===== src/iol_pkg.sv =====
// Shared types and constants for the indexed ordered list.
`timescale 1ns / 1ps

package iol_pkg;

   localparam int CAPACITY_DEFAULT = 16;
   localparam int VALUE_W          = 32;
   localparam int INDEX_W          = 4;
   localparam int COUNT_OUT_W      = 5;
   localparam int READ_SLOTS       = 1 << INDEX_W;

   typedef enum logic [1:0] {
      CMD_APPEND = 2'd0,
      CMD_DELETE = 2'd1,
      CMD_READ   = 2'd2
   } cmd_type;

   typedef enum logic [1:0] {
      ST_DONE  = 2'd0,
      ST_FULL  = 2'd1,
      ST_RANGE = 2'd2
   } status_type;

   // Broadcast from the control to every cell in the row.
   typedef struct packed {
      logic append;
      logic remove;
   } cell_ctl_type;

endpackage


===== src/iol_cell.sv =====
// One storage cell of the list: loads a new tail value or takes its neighbor's entry.
`timescale 1ns / 1ps

module iol_cell #(
   parameter int POS   = 0,
   parameter int CMP_W = 5
) (
   input  logic                                clock,
   input  iol_pkg::cell_ctl_type               ctl,
   input  logic [CMP_W-1:0]                    count,
   input  logic [CMP_W-1:0]                    idx,
   input  logic signed [iol_pkg::VALUE_W-1:0]  new_value,
   input  logic signed [iol_pkg::VALUE_W-1:0]  next_value,
   output logic signed [iol_pkg::VALUE_W-1:0]  value
);

   localparam logic [CMP_W-1:0] POS_C = CMP_W'(POS);

   logic signed [iol_pkg::VALUE_W-1:0] value_ff;
   logic signed [iol_pkg::VALUE_W-1:0] value_in;

   // Cells at or past the deleted slot close up by one; a cell past the
   // last entry may pick up junk, which is never read before it is written.
   always_comb begin
      value_in = value_ff;
      priority if (ctl.append && (POS_C == count)) begin
         value_in = new_value;
      end else if (ctl.remove && (POS_C >= idx)) begin
         value_in = next_value;
      end
   end

   always_ff @(posedge clock) begin
      value_ff <= value_in;
   end

   assign value = value_ff;

endmodule


===== src/indexed_ordered_list.sv =====
// Top level of the indexed ordered list: control, cell row and result register.
`timescale 1ns / 1ps

// Bounded ordered list of signed 32-bit values held in a row of CAPACITY
// cells. A transaction appends at the tail, deletes at an index (later
// entries close up) or reads at an index. All cells shift or load in
// parallel at the accepting edge, so busy stays low and a new transaction
// may start in every cycle. The result appears on the rsp_ ports for one
// cycle, marked by rsp_valid, in the cycle after the transaction is
// accepted; it must be captured then. Appending to a full list, or an index
// at or beyond the count, leaves the list unchanged and is flagged in
// rsp_status. rsp_entry_count carries the low five bits of the count. The
// list is empty after reset.
module indexed_ordered_list #(
   parameter int CAPACITY = iol_pkg::CAPACITY_DEFAULT
) (
   input  logic                                   clock,
   input  logic                                   reset,
   input  logic                                   start,
   output logic                                   busy,
   input  logic [1:0]                             req_cmd,
   input  logic signed [iol_pkg::VALUE_W-1:0]     req_value,
   input  logic [iol_pkg::INDEX_W-1:0]            req_index,
   output logic                                   rsp_valid,
   output logic signed [iol_pkg::VALUE_W-1:0]     rsp_read_value,
   output logic [1:0]                             rsp_status,
   output logic [iol_pkg::COUNT_OUT_W-1:0]        rsp_entry_count
);

   localparam int CNT_W = $clog2(CAPACITY + 1);
   localparam int CMP_W = (CNT_W > iol_pkg::INDEX_W) ? CNT_W : iol_pkg::INDEX_W;
   localparam logic [CMP_W-1:0] CAP_C = CMP_W'(CAPACITY);

   logic [CNT_W-1:0]                        count_ff;
   logic [CNT_W-1:0]                        count_in;
   logic                                    rsp_valid_ff;
   logic signed [iol_pkg::VALUE_W-1:0]      rsp_read_value_ff;
   logic signed [iol_pkg::VALUE_W-1:0]      rsp_read_value_in;
   iol_pkg::status_type                     rsp_status_ff;
   iol_pkg::status_type                     rsp_status_in;
   logic [iol_pkg::COUNT_OUT_W-1:0]         rsp_entry_count_ff;

   logic                                    accept;
   logic [CMP_W-1:0]                        count_cmp;
   logic [CMP_W-1:0]                        idx_cmp;
   logic                                    in_range;
   iol_pkg::cell_ctl_type                   ctl;

   logic signed [iol_pkg::VALUE_W-1:0]      cell_value [CAPACITY];
   logic signed [iol_pkg::VALUE_W-1:0]      read_win [iol_pkg::READ_SLOTS];

   assign busy      = 1'b0;
   assign accept    = start && !busy;
   assign count_cmp = CMP_W'(count_ff);
   assign idx_cmp   = CMP_W'(req_index);
   assign in_range  = idx_cmp < count_cmp;

   for (genvar i = 0; i < CAPACITY; i++) begin : g_cell
      logic signed [iol_pkg::VALUE_W-1:0] next_value;
      if (i == CAPACITY - 1) begin : g_last
         assign next_value = '0;
      end else begin : g_mid
         assign next_value = cell_value[i+1];
      end
      iol_cell #(
         .POS   (i),
         .CMP_W (CMP_W)
      ) u_cell (
         .clock      (clock),
         .ctl        (ctl),
         .count      (count_cmp),
         .idx        (idx_cmp),
         .new_value  (req_value),
         .next_value (next_value),
         .value      (cell_value[i])
      );
   end

   // Read window over the cells an index can reach.
   for (genvar k = 0; k < iol_pkg::READ_SLOTS; k++) begin : g_win
      if (k < CAPACITY) begin : g_hit
         assign read_win[k] = cell_value[k];
      end else begin : g_miss
         assign read_win[k] = '0;
      end
   end

   always_comb begin
      ctl               = '0;
      count_in          = count_ff;
      rsp_read_value_in = '0;
      rsp_status_in     = iol_pkg::ST_DONE;
      if (accept) begin
         unique case (req_cmd)
            iol_pkg::CMD_APPEND: begin
               if (count_cmp < CAP_C) begin
                  ctl.append = 1'b1;
                  count_in   = count_ff + CNT_W'(1);
               end else begin
                  rsp_status_in = iol_pkg::ST_FULL;
               end
            end
            iol_pkg::CMD_DELETE: begin
               if (in_range) begin
                  ctl.remove = 1'b1;
                  count_in   = count_ff - CNT_W'(1);
               end else begin
                  rsp_status_in = iol_pkg::ST_RANGE;
               end
            end
            iol_pkg::CMD_READ: begin
               if (in_range) begin
                  rsp_read_value_in = read_win[req_index];
               end else begin
                  rsp_status_in = iol_pkg::ST_RANGE;
               end
            end
            default: begin
               // Unused code: drop it, report done.
            end
         endcase
      end
   end

   always_ff @(posedge clock) begin
      if (reset) begin
         count_ff     <= '0;
         rsp_valid_ff <= 1'b0;
      end else begin
         count_ff     <= count_in;
         rsp_valid_ff <= accept;
      end
   end

   always_ff @(posedge clock) begin
      rsp_read_value_ff  <= rsp_read_value_in;
      rsp_status_ff      <= rsp_status_in;
      rsp_entry_count_ff <= iol_pkg::COUNT_OUT_W'(count_in);
   end

   assign rsp_valid       = rsp_valid_ff;
   assign rsp_read_value  = rsp_read_value_ff;
   assign rsp_status      = rsp_status_ff;
   assign rsp_entry_count = rsp_entry_count_ff;

endmodule


===== config.mk =====
export PLATFORM = sky130hd
export DESIGN_NAME = indexed_ordered_list
export DESIGN_NICKNAME = d
export VERILOG_FILES = /design/src/iol_pkg.sv /design/src/iol_cell.sv /design/src/indexed_ordered_list.sv
export SDC_FILE = /design/constraint.sdc
export NUM_CORES = 1
export LEC_CHECK = 0
export BUFFER_PORTS_ARGS = -buffer_cell sky130_fd_sc_hd__buf_2
export CAP_MARGIN = 30
export CORE_ASPECT_RATIO = 1.75
export CORE_UTILIZATION = 55
export CTS_CLUSTER_SIZE = 30
export DETAILED_ROUTE_END_ITERATION = 6
export PLACE_DENSITY = 0.72
export SYNTH_ARGS = -nofsm -noshare
export SYNTH_HDL_FRONTEND = slang
export SYNTH_SLANG_ARGS = --single-unit

===== constraint.sdc =====
create_clock -name clock -period 5.97 [get_ports clock]
set_input_delay 0.597 -clock clock [delete_from_list [all_inputs] [get_ports clock]]
set_output_delay 0.597 -clock clock [all_outputs]
set_load 0.005 [all_outputs]

Word level (Yosys, flattened, before mapping) --
Index checks and enable logic that the tools add are counted. W data, S select, Z words.
Storage, ports and cells: register bits after elaboration 557, latch bits 0, RAM bits 0, ROM bits 0, input bits 41, output and inout bits 41, logic and storage cells 159, memories kept 0
Operators by class: $add $sub $neg 2, multipliers 0, divide/modulo/power cells 0, magnitude comparators 19, equal/unequal tests 17, shift-type cells 0, muxes and demuxes 47, bitwise gates (word level) 1, reductions and logical operators 52
Operators by type and width (count):
- $mux W32 | 34
- $bmux W32 S4 | 1
- $eq A4 B5 Y1 const A | 8
- $ge A4 B4 Y1 const A | 8
- $logic_and A1 B1 Y1 | 32
- $reduce_bool A2 Y1 | 16
- $eq A3 B5 Y1 const A | 4
- $ge A3 B4 Y1 const A | 4
- $mux W5 | 3
- $eq A2 B5 Y1 const A | 2
- $pmux W5 S2 | 1
- $ge A1 B4 Y1 const A | 2
- $ge A2 B4 Y1 const A | 2
- $add A5 B1 Y5 const B | 1
- $eq A1 B5 Y1 const A | 1
- $ge A5 B5 Y1 const B | 1
- $logic_not A5 Y1 | 1
- $lt A4 B5 Y1 | 1
- $lt A5 B5 Y1 const B | 1
- $mux W1 | 5
- $not A4 Y5 | 1
- $sub A5 B1 Y5 const B | 1
- $mux W2 | 2
- $pmux W2 S2 | 1
- 5 further kinds | 5

Longest topological paths before layout --
Gate-level depths: netlist (run 1).
depth in word-level cells 7, gate-level depth with buffers 10, mapped depth without buffers 7

Modules after synthesis --
Synthesis (run 1) repeated with hierarchy kept, for this count alone.
Second synthesis, totals: cell total of the unflattened synthesis 1552, area, all modules 29210.5 um^2
By module, submodules not included:
- indexed_ordered_list | instances 1, cells each 398, area each 5442.7 um^2, sequential area each 900.9 um^2
- iol_cell at g_cell[3].u_cell | instances 1, cells each 72, area each 1529.0 um^2, sequential area each 960.9 um^2
- iol_cell at g_cell[2].u_cell | instances 1, cells each 73, area each 1527.7 um^2, sequential area each 960.9 um^2
- iol_cell at g_cell[8].u_cell | instances 1, cells each 72, area each 1526.5 um^2, sequential area each 960.9 um^2
- iol_cell at g_cell[4].u_cell | instances 1, cells each 73, area each 1525.2 um^2, sequential area each 960.9 um^2
- iol_cell at g_cell[12].u_cell | instances 1, cells each 72, area each 1524.0 um^2, sequential area each 960.9 um^2
- iol_cell at g_cell[1].u_cell | instances 1, cells each 72, area each 1521.5 um^2, sequential area each 960.9 um^2
- iol_cell at g_cell[10].u_cell | instances 1, cells each 73, area each 1519.0 um^2, sequential area each 960.9 um^2
- iol_cell at g_cell[6].u_cell | instances 1, cells each 73, area each 1514.0 um^2, sequential area each 960.9 um^2
- iol_cell at g_cell[9].u_cell | instances 1, cells each 72, area each 1512.7 um^2, sequential area each 960.9 um^2
- iol_cell at g_cell[5].u_cell | instances 1, cells each 72, area each 1511.4 um^2, sequential area each 960.9 um^2
- iol_cell at g_cell[0].u_cell | instances 1, cells each 72, area each 1505.2 um^2, sequential area each 960.9 um^2
- iol_cell at g_cell[14].u_cell | instances 1, cells each 72, area each 1416.4 um^2, sequential area each 960.9 um^2
- iol_cell at g_cell[13].u_cell | instances 1, cells each 72, area each 1415.1 um^2, sequential area each 960.9 um^2
- +3 rows

Worst setup path before layout (run 1) --
No wires, ideal clock.
kind input to register, start input req_index[0] (netlist bit), end register g_cell[0].u_cell.value_ff, in the netlist g_cell[0].u_cell.value[0], enable pin, setup time 0.511 ns, arrival time 4.895 ns, data required time 5.459 ns, setup slack 0.565 ns, cell stages on the path 5, buffers on the path 1, path through buf_2 > nand2b_4 > a2111oi_4 > o311ai_1 > o41ai_1
Between the ends: longest elaborated chain between the ends 6, elaborated cells on any way between the ends 7, those cells by class 2 x order compare; 3 x mux; 2 x reduce/logical
RTL lines:
- start: declaration | RTL line indexed_ordered_list.sv:23 | input logic [iol_pkg::INDEX_W-1:0] req_index,
- $lt A4 B5 Y1 | RTL line indexed_ordered_list.sv:56 | assign in_range = idx_cmp < count_cmp;
- $mux W1 | RTL line indexed_ordered_list.sv:104 | if (in_range) begin
- $mux W1 | RTL line indexed_ordered_list.sv:94 | unique case (req_cmd)
- $mux W2 | RTL line indexed_ordered_list.sv:93 | if (accept) begin
- $logic_and A1 B1 Y1 * | RTL line iol_cell.sv:28 | end else if (ctl.remove && (POS_C >= idx)) begin
- $reduce_bool A2 Y1 (no source line) *
- end signal: assignment | RTL line iol_cell.sv:34 | value_ff <= value_in;
- end: declaration | RTL line iol_cell.sv:19 | logic signed [iol_pkg::VALUE_W-1:0] value_ff;
Mark *: on every way between the ends. The rest lies on a longest branch, timed or not. A chain may end at the register's enable or synchronous reset.

Worst setup path after layout (run 1) --
start register count_ff[1] (netlist: count_cmp[1]), end register g_cell[2].u_cell.value_ff, in the netlist g_cell[2].u_cell.value[17], enable pin
Between the ends: longest elaborated chain between the ends 6, elaborated cells on any way between the ends 11, those cells by class 2 x order compare; 1 x eq/ne; 5 x mux; 3 x reduce/logical
RTL lines:
- start: declaration | RTL line indexed_ordered_list.sv:34 | logic [CNT_W-1:0] count_ff;
- start signal: assignment | RTL line indexed_ordered_list.sv:130 | count_ff <= count_in;
- $lt A4 B5 Y1 / $lt A5 B5 Y1 (equally long branches) | RTL line indexed_ordered_list.sv:56, indexed_ordered_list.sv:96
- $mux W1 (on tied branches) | RTL line indexed_ordered_list.sv:104, indexed_ordered_list.sv:96
- $mux W1 | RTL line indexed_ordered_list.sv:94
- $mux W2 | RTL line indexed_ordered_list.sv:93
- $logic_and A1 B1 Y1 (on tied branches) | RTL line iol_cell.sv:28, iol_cell.sv:26
- $reduce_bool A2 Y1 (no source line) *
- end signal: assignment | RTL line iol_cell.sv:34
- end: declaration | RTL line iol_cell.sv:19
Marked as above.

==> impl_metrics.json, run 1 <==
{
  "synth_nets": 1661,
  "final_layout_size_suffix_gt1_share_pct": 51.8,
  "vias": 15500,
  "tightest_slew_ns": 0.962,
  "root_buffer": "clkbuf_16",
  "design_area_um2": 30500,
  "avgSynthCellArea_um2": 17.3,
  "yosys_warnings": 0,
  "synth-main-ff-cell": "edfxtp_1",
  "grt_usage_pct": 29.7,
  "peakVddDrop_uv": 239,
  "reg2reg_slack_ns": 2.66,
  "wl_per_cell_um": 31.4,
  "post_cts_buffers": 0,
  "clock_latency_ns": 0.60,
  "nets": 1697,
  "cts_resized": 0,
  "r2r_end": "g_cell[2].u_cell.value[17]",
  "status": "finished clean",
  "finalPower_mw": 8.21,
  "grt_setup_unrepaired": "false",
  "top_layer": "met5",
  "synth_simple_gate_area_share_pct": 2.90,
  "clk_pin_slew_ns": 0.06,
  "wl_met2_mm": 40.5,
  "slew_headroom_pct": 35.9,
  "nFillCells": 3732,
  "pre_cts_ws_ns": 2.11,
  "cp-end-kind": "flip-flop",
  "grt_max_degree": 57,
  "h-tree-depth": 2,
  "rr_startpoint": "count_cmp[1]",
  "multi_input_area_um2": 10800,
  "synth_edf_count": 512,
  "fin_skew_ns": 0.0199,
  "coreArea_um2": 49700,
  "die-area_um2": 51400,
  "io_buffer_count": 80,
  "hold_class": "in -> reg",
  "setup_violations": 0,
  "antenna_found_initial": 7,
  "worstSetupStartpointType": "flip-flop",
  "ioPinCount": 82,
  "grt_pass1_wl_mm": 110,
  "drc_errors": 0,
  "startpoint": "count_cmp[1]",
  "clock_sinks": 557,
  "power.density_nw_per_um2": 270,
  "synth.area.mux_share_pct": 31.5,
  "grt_overflow": 0,
  "slew_violations": 0,
  "fin_crit_ns": 3.31,
  "ant_nets": 0,
  "setup_tns_ns": 0,
  "place_area_um2": 28800,
  "gp_congestion": 0.861,
  "first_pass_iters": 5,
  "cts_buffers": 52,
  "synth_top_family_by_area": "multiplexers",
  "crit_type": "reg -> reg",
  "hold_viol": 0,
  "seq_area_um2": 16300,
  "crit_path_max_fanout": 17,
  "fin_crit_sh_pct": 55.5,
  "clockBufferDepth": 3,
  "area_delta_synth_final_pct": 9.72,
  "synth_xor_area_share_pct": 0,
  "synth_adder_area_share_pct": 0.541,
  "die_x_um": 172,
  "hpwl_mm": 44.9,
  "holdWs_ns": 0.278,
  "grt_pass1_vias": 16300,
  "yosysSeqAreaShare_pct": 58.6,
  "drv_cap": 0,
  "setup.worst_path.end": "g_cell[2].u_cell.value[17]",
  "cts_tree": "yes",
  "wl_mm": 73.7,
  "power_leakage_nw": 10.2,
  "start_util_pct": 55.9,
  "syn_area_um2": 27800,
  "required_ns": 6.24,
  "synth.distinct_cells": 59,
  "synth_compound_area_share_pct": 3.50,
  "setup_slack_ns": 2.66,
  "synth_seq_cells": 557,
  "drtIter0Drc": 1359,
  "syn_inst": 1608,
  "route.met3.wl_mm": 4.35,
  "fp.dieH_um": 299,
  "cts_hold_buffers": 0,
  "fmax_mhz": 302,
  "async_flop_share_pct": 0,
  "reg2regPathDepth": 7,
  "num_rows": 108,
  "worstPathArrival_ns": 3.58,
  "drt-vias-per-instance": 6.59,
  "drt-met1-wl_mm": 25.7
}
## cells in the final DEF (no fill, tap or decap), drive strengths merged, types with 11 or more instances in the layout
| cell type | n |
|---|---|
| clkbuf | 67 |
| mux2 | 480 |
| and2 | 65 |
| mux2i | 34 |
| dfxtp | 45 |
| a21oi | 12 |
| nor2 | 20 |
| a211oi | 64 |
| edfxtp | 512 |
| ha | 12 |
| nand2 | 16 |
| clkinv | 23 |
| buf | 124 |
| mux4 | 128 |
| o21ai | 11 |
## worst max-delay path, stage by stage, from the launching register on
cell and delay, ns:
dfxtp_1 0.46, inv_1 0.18, ha_1 0.36, a2111oi_4 0.42, o311ai_2 0.14, buf_4 0.23, o21ai_4 0.69, buf_4 0.46
## metal layers
layer | vias to the layer above | track usage [%]
met5 | - | 0
met4 | 10 | 13.1
met3 | 194 | 3.78
met2 | 658 | 53.8
met1 | 8138 | 34.9
li1 | 6485 | -
## sequential cells by signal, indices dropped and copies added, names as in the netlist
signal and cells:
rsp_read_value 32, rsp_entry_count 5, g_cell.u_cell.value 512, count_cmp 5
rsp_status 2, rsp_valid 1
## cell type report
cell class                      count  area share (%)
Multi-Input combinational cell    899            35.6
Sequential cell                   557            53.4
Clock inverter                     32           0.899
Inverter                            9           0.115
Tap cell                          660            2.71
Antenna cell                        2          0.0164
Timing Repair Buffer              125            2.71
Clock buffer                       66            4.58
## synth_stat cells (all sizes together), types with 2 or more instances
cell / number / area (µm²)
a21oi: 12 / 60.1
and3: 2 / 12.5
inv: 9 / 33.8
o22ai: 4 / 25.0
dfxtp: 45 / 901
a31oi: 2 / 12.5
edfxtp: 512 / 15400
nor2: 20 / 110
nor2b: 3 / 18.8
buf: 89 / 596
ha: 12 / 150
o31ai: 2 / 15.0
mux2i: 34 / 340
o211ai: 2 / 15.0
clkbuf: 54 / 203
mux4: 128 / 2880
nand2b: 4 / 40.0
nand3: 7 / 50.1
o21ai: 11 / 55.1
nor3: 2 / 15.0
a21o: 5 / 37.5
mux2: 480 / 5510
nand2: 16 / 62.6
a211oi: 64 / 631
or2: 6 / 37.5
and2: 65 / 407
## how the worst min path moves through the flow
stage	from	end	cells past startpoint
final	reset	count_cmp[0]	2
after global routing	reset	count_cmp[2]	2
after CTS	reset	count_cmp[2]	2
after detailed placement	g_cell[10].u_cell.value[8]	g_cell[9].u_cell.value[8]	1
after global placement	g_cell[10].u_cell.value[25]	g_cell[9].u_cell.value[25]	1
after floorplan	g_cell[9].u_cell.value[1]	g_cell[8].u_cell.value[1]	1
## power breakdown
part | switching [mW] | leakage [nW] | internal (mW) | total [mW]
Clock | 1.51 | 0.811 | 1.83 | 3.34
Sequential | 0.0357 | 5.03 | 4.30 | 4.33
Combinational | 0.319 | 4.34 | 0.218 | 0.538
## through the flow
stage	instances	util, %
after floorplan	1608	-
after global placement	2245	57.7
after detailed placement	2249	57.9
after CTS	2347	61.2
after global routing	2350	61.3
final	2350	61.3
## cells by family after synthesis
| logic type | after synthesis |
|---|---|
| flip-flops | 557 |
| AO/OA/AOI/OAI | 114 |
| other | 1 |
| AND/OR/NAND/NOR | 130 |
| adder cells (fa/ha/maj) | 12 |
| buffers and inverters | 152 |
| multiplexers | 642 |
Note: power is estimated with default switching activity, not from simulation.
==> inputs of run 2 (changes only) <==
--- a/config.mk
+++ b/config.mk
@@ -11,7 +11,7 @@
 export CORE_UTILIZATION = 55
 export CTS_CLUSTER_SIZE = 30
 export DETAILED_ROUTE_END_ITERATION = 6
-export PLACE_DENSITY = 0.72
+export PLACE_DENSITY = 0.75
 export SYNTH_ARGS = -nofsm -noshare
 export SYNTH_HDL_FRONTEND = slang
 export SYNTH_SLANG_ARGS = --single-unit
==> constraint.sdc (replaced) <==
create_clock -name clock -period 2.8 [get_ports clock]
set_input_delay 0.28 -clock clock [delete_from_list [all_inputs] [get_ports clock]]
set_output_delay 0.28 -clock clock [all_outputs]
set_load 0.005 [all_outputs]
==> run 2 against run 1 <==
Net effect: setup slack worse by 2.4 ns; clock power rose by 99%; combinational power increased by 130%; register-to-register slack got worse by 2.4 ns; die area unchanged; non-clock buffer count up 57; total power grew 110%; largest power group unchanged; sequential power is 110% higher; hold slack got worse by 0.21 ns.
==> impl_metrics.json, run 2 (synthesis gave the netlist of run 1 again) <==
{
  "status": "finished clean",
  "dpl.cell_count": 2306,
  "rr_startpoint": "count_cmp[1]",
  "place_area_um2": 29700,
  "peakVddDrop_uv": 451,
  "ant_nets": 0,
  "hold_class": "in -> reg",
  "worstPathArrival_ns": 2.81,
  "power.density_nw_per_um2": 548,
  "cts_tree": "yes",
  "crit_type": "reg -> reg",
  "num_rows": 108,
  "grt_pass1_vias": 16900,
  "fin_crit_ns": 2.54,
  "final_cell_mix": "edfxtp_1, mux2_2, mux4_2, buf_2, buf_4",
  "grt_overflow": 0,
  "wl_per_cell_um": 31.2,
  "slew_violations": 0,
  "startpoint": "count_cmp[1]",
  "drc_errors": 0,
  "drv_cap": 0,
  "drt-vias-per-instance": 6.57,
  "grt_pass1_wl_mm": 111,
  "setup_violations": 0,
  "setup.worst_path.end": "g_cell[1].u_cell.value[11]",
  "root_buffer": "clkbuf_16",
  "reg2regPathDepth": 8,
  "final_layout_size_suffix_gt1_share_pct": 53.4,
  "slew_headroom_pct": 37.5,
  "drtIter0Drc": 1203,
  "tightest_slew_ns": 0.934,
  "required_ns": 3.07,
  "first_pass_iters": 7,
  "antenna_found_initial": 1,
  "fmax_mhz": 394,
  "clock_sinks": 557,
  "clockBufferDepth": 3,
  "nets": 1752,
  "fin_cells": 2399,
  "fin_crit_sh_pct": 90.6,
  "reg2reg_slack_ns": 0.26,
  "pre_cts_ws_ns": 0.222,
  "ioPinCount": 82,
  "vias": 15800,
  "gp_congestion": 0.846,
  "nFillCells": 3669,
  "crit_path_max_fanout": 32,
  "cts_buffers": 50,
  "cp-end-kind": "flip-flop",
  "clk_pin_slew_ns": 0.06,
  "fin_skew_ns": 0.0151,
  "clock_latency_ns": 0.60,
  "design_area_um2": 31200,
  "fp.dieH_um": 299,
  "power_leakage_nw": 10.5,
  "wl_mm": 74.8,
  "area_delta_synth_final_pct": 12.4,
  "grt_max_degree": 90,
  "mostFrequentLayoutCell": "edfxtp_1",
  "setup_slack_ns": 0.263,
  "post_cts_buffers": 0,
  "h-tree-depth": 2,
  "grt_usage_pct": 30.1,
  "coreArea_um2": 49700,
  "largest_reg_flops": 512,
  "hold_viol": 0,
  "r2r_end": "g_cell[1].u_cell.value[11]",
  "worstSetupStartpointType": "flip-flop",
  "die-area_um2": 51400,
  "hpwl_mm": 47.1,
  "num_antenna_cells": 0,
  "start_util_pct": 55.9,
  "grt_setup_unrepaired": "false",
  "die_x_um": 172,
  "io_buffer_count": 80
}
-- run 2: worst max-delay path, stage by stage, from the launching register on --
cell	delay, ns
dfxtp_4	0.39
inv_4	0.06
ha_4	0.22
a2111oi_4	0.37
buf_4	0.20
o311ai_4	0.19
buf_4	0.22
o31ai_4	0.20
buf_12	0.32
-- run 2: stage by stage --
stage / hold WS [ns] / util [%] / power, mW / TNS [ns]
2_1_floorplan: 0.339 / - / 10.2 / -6.10
3_3_place_gp: 0.537 / 59.7 / 10.6 / -1.15
3_5_place_dp: 0.552 / 59.7 / 10.6 / 0
4_1_cts: 0.0468 / 62.8 / 17.2 / 0
5_1_grt: 0.0640 / 62.8 / 17.6 / 0
6_report: 0.0656 / 62.8 / 17.1 / 0
-- run 2: worst min-delay path by stage --
| stage | start | to | slack [ns] | cells past startpoint |
|---|---|---|---|---|
| final | start | rsp_valid | 0.07 | 2 |
| after global routing | start | rsp_valid | 0.06 | 2 |
| after CTS | start | rsp_valid | 0.05 | 2 |
| after detailed placement | g_cell[8].u_cell.value[20] | g_cell[7].u_cell.value[20] | 0.55 | 1 |
| after global placement | g_cell[8].u_cell.value[27] | g_cell[7].u_cell.value[27] | 0.54 | 1 |
| after floorplan | reset | count_cmp[1] | 0.34 | 1 |
-- run 2: power breakdown --
| part | switching [mW] | internal (mW) |
|---|---|---|
| Sequential | 0.0702 | 9.16 |
| Combinational | 0.708 | 0.526 |
| Clock | 3.09 | 3.54 |
-- run 2: routing by layer --
metal / share of wire (%) / vias to the layer above / GRT usage [%]
met2: 55 / 683 / 54.5
met3: 5.7 / 219 / 3.66
met5: 0.019 / - / 0
li1: - / 6606 / -
met1: 35 / 8261 / 34.9
met4: 5.0 / 2 / 14.5
-- run 2: what timing repair did --
action,CTS,global route
resized for setup,0,0
hold buffers,1,0
hold endpoints to repair,6,0
-- run 2: cell type report --
type                       instances  area, µm²  share of cell area [%]
sequential                       557      16300                    52.2
timing repair buffer             182       1660                    5.32
clock buffer                      71       1380                    4.43
tap                              660        826                    2.65
clock inverter                    21        145                   0.465
multi-input combinational        899      10900                    34.9
inverter                           9       37.5                   0.120
==> inputs of run 3 (changes only) <==
--- a/config.mk
+++ b/config.mk
@@ -8,10 +8,10 @@
 export BUFFER_PORTS_ARGS = -buffer_cell sky130_fd_sc_hd__buf_2
 export CAP_MARGIN = 30
 export CORE_ASPECT_RATIO = 1.75
-export CORE_UTILIZATION = 55
+export CORE_UTILIZATION = 50
 export CTS_CLUSTER_SIZE = 30
 export DETAILED_ROUTE_END_ITERATION = 6
-export PLACE_DENSITY = 0.75
+export PLACE_DENSITY = 0.69
 export SYNTH_ARGS = -nofsm -noshare
 export SYNTH_HDL_FRONTEND = slang
 export SYNTH_SLANG_ARGS = --single-unit
==> run 3 against run 2 <==
Net effect: first-iteration DRC count grew 4.5%; combinational power is essentially flat; core utilization shrank 5.8 points; global-route usage shrank 3.4 points; register-to-register slack gained 0.03 ns; count of clock-buffer cells in the layout grew 1; critical path depth shrank 2; routed wire length shrank 1.0%; die area grew 9.9%; critical endpoint is now g_cell[7].u_cell.value[31]; largest power group unchanged.
==> impl_metrics.json, run 3 (synthesis gave the netlist of run 1 again) <==
{
  "place_area_um2": 29700,
  "hold_path_depth": 3,
  "die_x_um": 180,
  "crit_path_max_fanout": 13,
  "r2r_end": "g_cell[7].u_cell.value[31]",
  "num_rows": 114,
  "seq_area_um2": 16300,
  "ioPinCount": 82,
  "reg2reg_slack_ns": 0.30,
  "clk_pin_slew_ns": 0.06,
  "wl_per_cell_um": 30.5,
  "nets": 1743,
  "cts_buffers": 52,
  "status": "finished clean",
  "coreArea_um2": 55100,
  "final_core_util_pct": 56.9,
  "largest_reg_flops": 512,
  "rr_startpoint": "count_cmp[0]",
  "sequentialPowerShare_pct": 53.2,
  "drt-vias-per-instance": 6.36,
  "antenna_found_initial": 1,
  "cpMaxStageDelayCell": "o21ai_4",
  "multi_input_area_um2": 10900,
  "mostFrequentLayoutCell": "edfxtp_1",
  "fin_crit_sh_pct": 89.4,
  "pwr-share-clk_pct": 39.8,
  "final_cell_mix": "edfxtp_1, mux2_2, mux4_2, buf_2, and2_1",
  "final_layout_size_suffix_gt1_share_pct": 53.2,
  "sw_frac_of_total_pct": 22.6,
  "start_util_pct": 50.5,
  "tightest_slew_ns": 1.06,
  "grt_pass1_vias": 16700,
  "setup_violations": 0,
  "hold_class": "in -> reg",
  "design_area_um2": 31300,
  "grt_pass1_wl_mm": 111,
  "drv_cap": 0,
  "io_buffer_count": 80,
  "grt_setup_unrepaired": "false",
  "internal_power_mw": 13.4,
  "cp_common_cell": "buf_4",
  "fp.dieH_um": 314,
  "peakVddDrop_uv": 555,
  "first_pass_iters": 5,
  "worstPathArrival_ns": 2.81,
  "area_delta_synth_final_pct": 12.8,
  "fin_skew_ns": 0.0148,
  "worstSetupStartpointType": "flip-flop",
  "cts_tree": "yes",
  "min_to": "rsp_valid",
  "wl_mm": 74.0,
  "holdWs_ns": 0.127,
  "grt_overflow": 0,
  "hpwl_mm": 46.2,
  "grt_usage_pct": 26.7,
  "gp_congestion": 0.844,
  "fin_crit_ns": 2.50,
  "slew_headroom_pct": 29.5,
  "power_leakage_nw": 10.5,
  "hold_viol": 0,
  "vias": 15500,
  "comb_power_share_pct": 6.9,
  "hold_start": "start",
  "drtIter0Drc": 1257,
  "ant_nets": 0,
  "cpPeakStageDelay_ns": 0.73,
  "cp-end-kind": "flip-flop",
  "root_buffer": "clkbuf_16",
  "finalPower_mw": 17.3,
  "clock_sinks": 557,
  "crit_type": "reg -> reg",
  "clock_latency_ns": 0.60,
  "grt_max_degree": 128,
  "die-area_um2": 56500,
  "power.density_nw_per_um2": 553,
  "path_cells": "ha_1 -> nand2b_1 -> or2_1 -> buf_4 -> o21ai_4 -> buf_4",
  "p_switching_mw": 3.92,
  "post_cts_buffers": 0,
  "drc_errors": 0,
  "slew_violations": 0,
  "fmax_mhz": 400,
  "critPathBufInv": 2,
  "h-tree-depth": 2,
  "worst_path_dominant_cell_family": "compound AO/OA/AOI/OAI gates",
  "reg2regPathDepth": 6,
  "nFillCells": 4292,
  "required_ns": 3.11,
  "clockBufferDepth": 3
}
[run 3: cell type report]
type,count,share of cell area [%]
diodes,1,0.00799
clock buffers,72,4.55
clock inverters,24,0.579
inverters,9,0.120
multi-input cells,899,34.7
flip-flops and latches,557,51.9
well taps,696,2.78
repair buffers,171,5.29
[run 3: what timing repair did]
action                                 CTS  global route
hold buffers                             1             0
endpoints found under the hold margin    5             0
gates resized for setup                  0             0
[run 3: power by group through the flow]
stage	Sequential (mW)	Clock, mW	Combinational (mW)
6_report	9.23	6.91	1.20
5_1_grt	9.24	7.29	1.28
4_1_cts	9.23	7.02	1.21
3_5_place_dp	9.41	0	1.20
3_3_place_gp	9.41	0	1.19
2_1_floorplan	9.38	0	0.796
[run 3: per-stage QoR]
step	TNS, ns	worst slack, ns	cells
finish	0	0.297	2429
CTS	0	0.290	2428
global placement	0	0.298	2330
global route	0	0.203	2428
detailed placement	0	0.288	2331
floorplan	-6.10	-0.191	1608
[run 3: metal layers]
| layer | wire length [µm] | track usage, % |
|---|---|---|
| met1 | 27300 | 31.0 |
| met2 | 40500 | 49.7 |
| met3 | 3190 | 2.92 |
| met4 | 3090 | 11.6 |
| met5 | 13 | 0 |
[run 3: worst max-delay path by stage]
stage	to	cells past startpoint	slack, ns	startpoint
after floorplan	g_cell[0].u_cell.value[0]	5	-0.19	count_cmp[1]
after CTS	g_cell[7].u_cell.value[31]	6	0.29	count_cmp[0]
final	g_cell[7].u_cell.value[31]	6	0.30	count_cmp[0]
after global placement	g_cell[7].u_cell.value[25]	8	0.30	req_cmd[0]
after global routing	g_cell[7].u_cell.value[31]	6	0.20	count_cmp[0]
after detailed placement	g_cell[7].u_cell.value[26]	8	0.29	req_cmd[0]
[run 3: worst register-to-register path: cells and delay by family (launching register included)]
family	cells	cell delay [ns]
buffers and inverters	2	0.47
adder cells (fa/ha/maj)	1	0.24
flip-flops	1	0.49
AO/OA/AOI/OAI	1	0.73
AND/OR/NAND/NOR	2	0.30
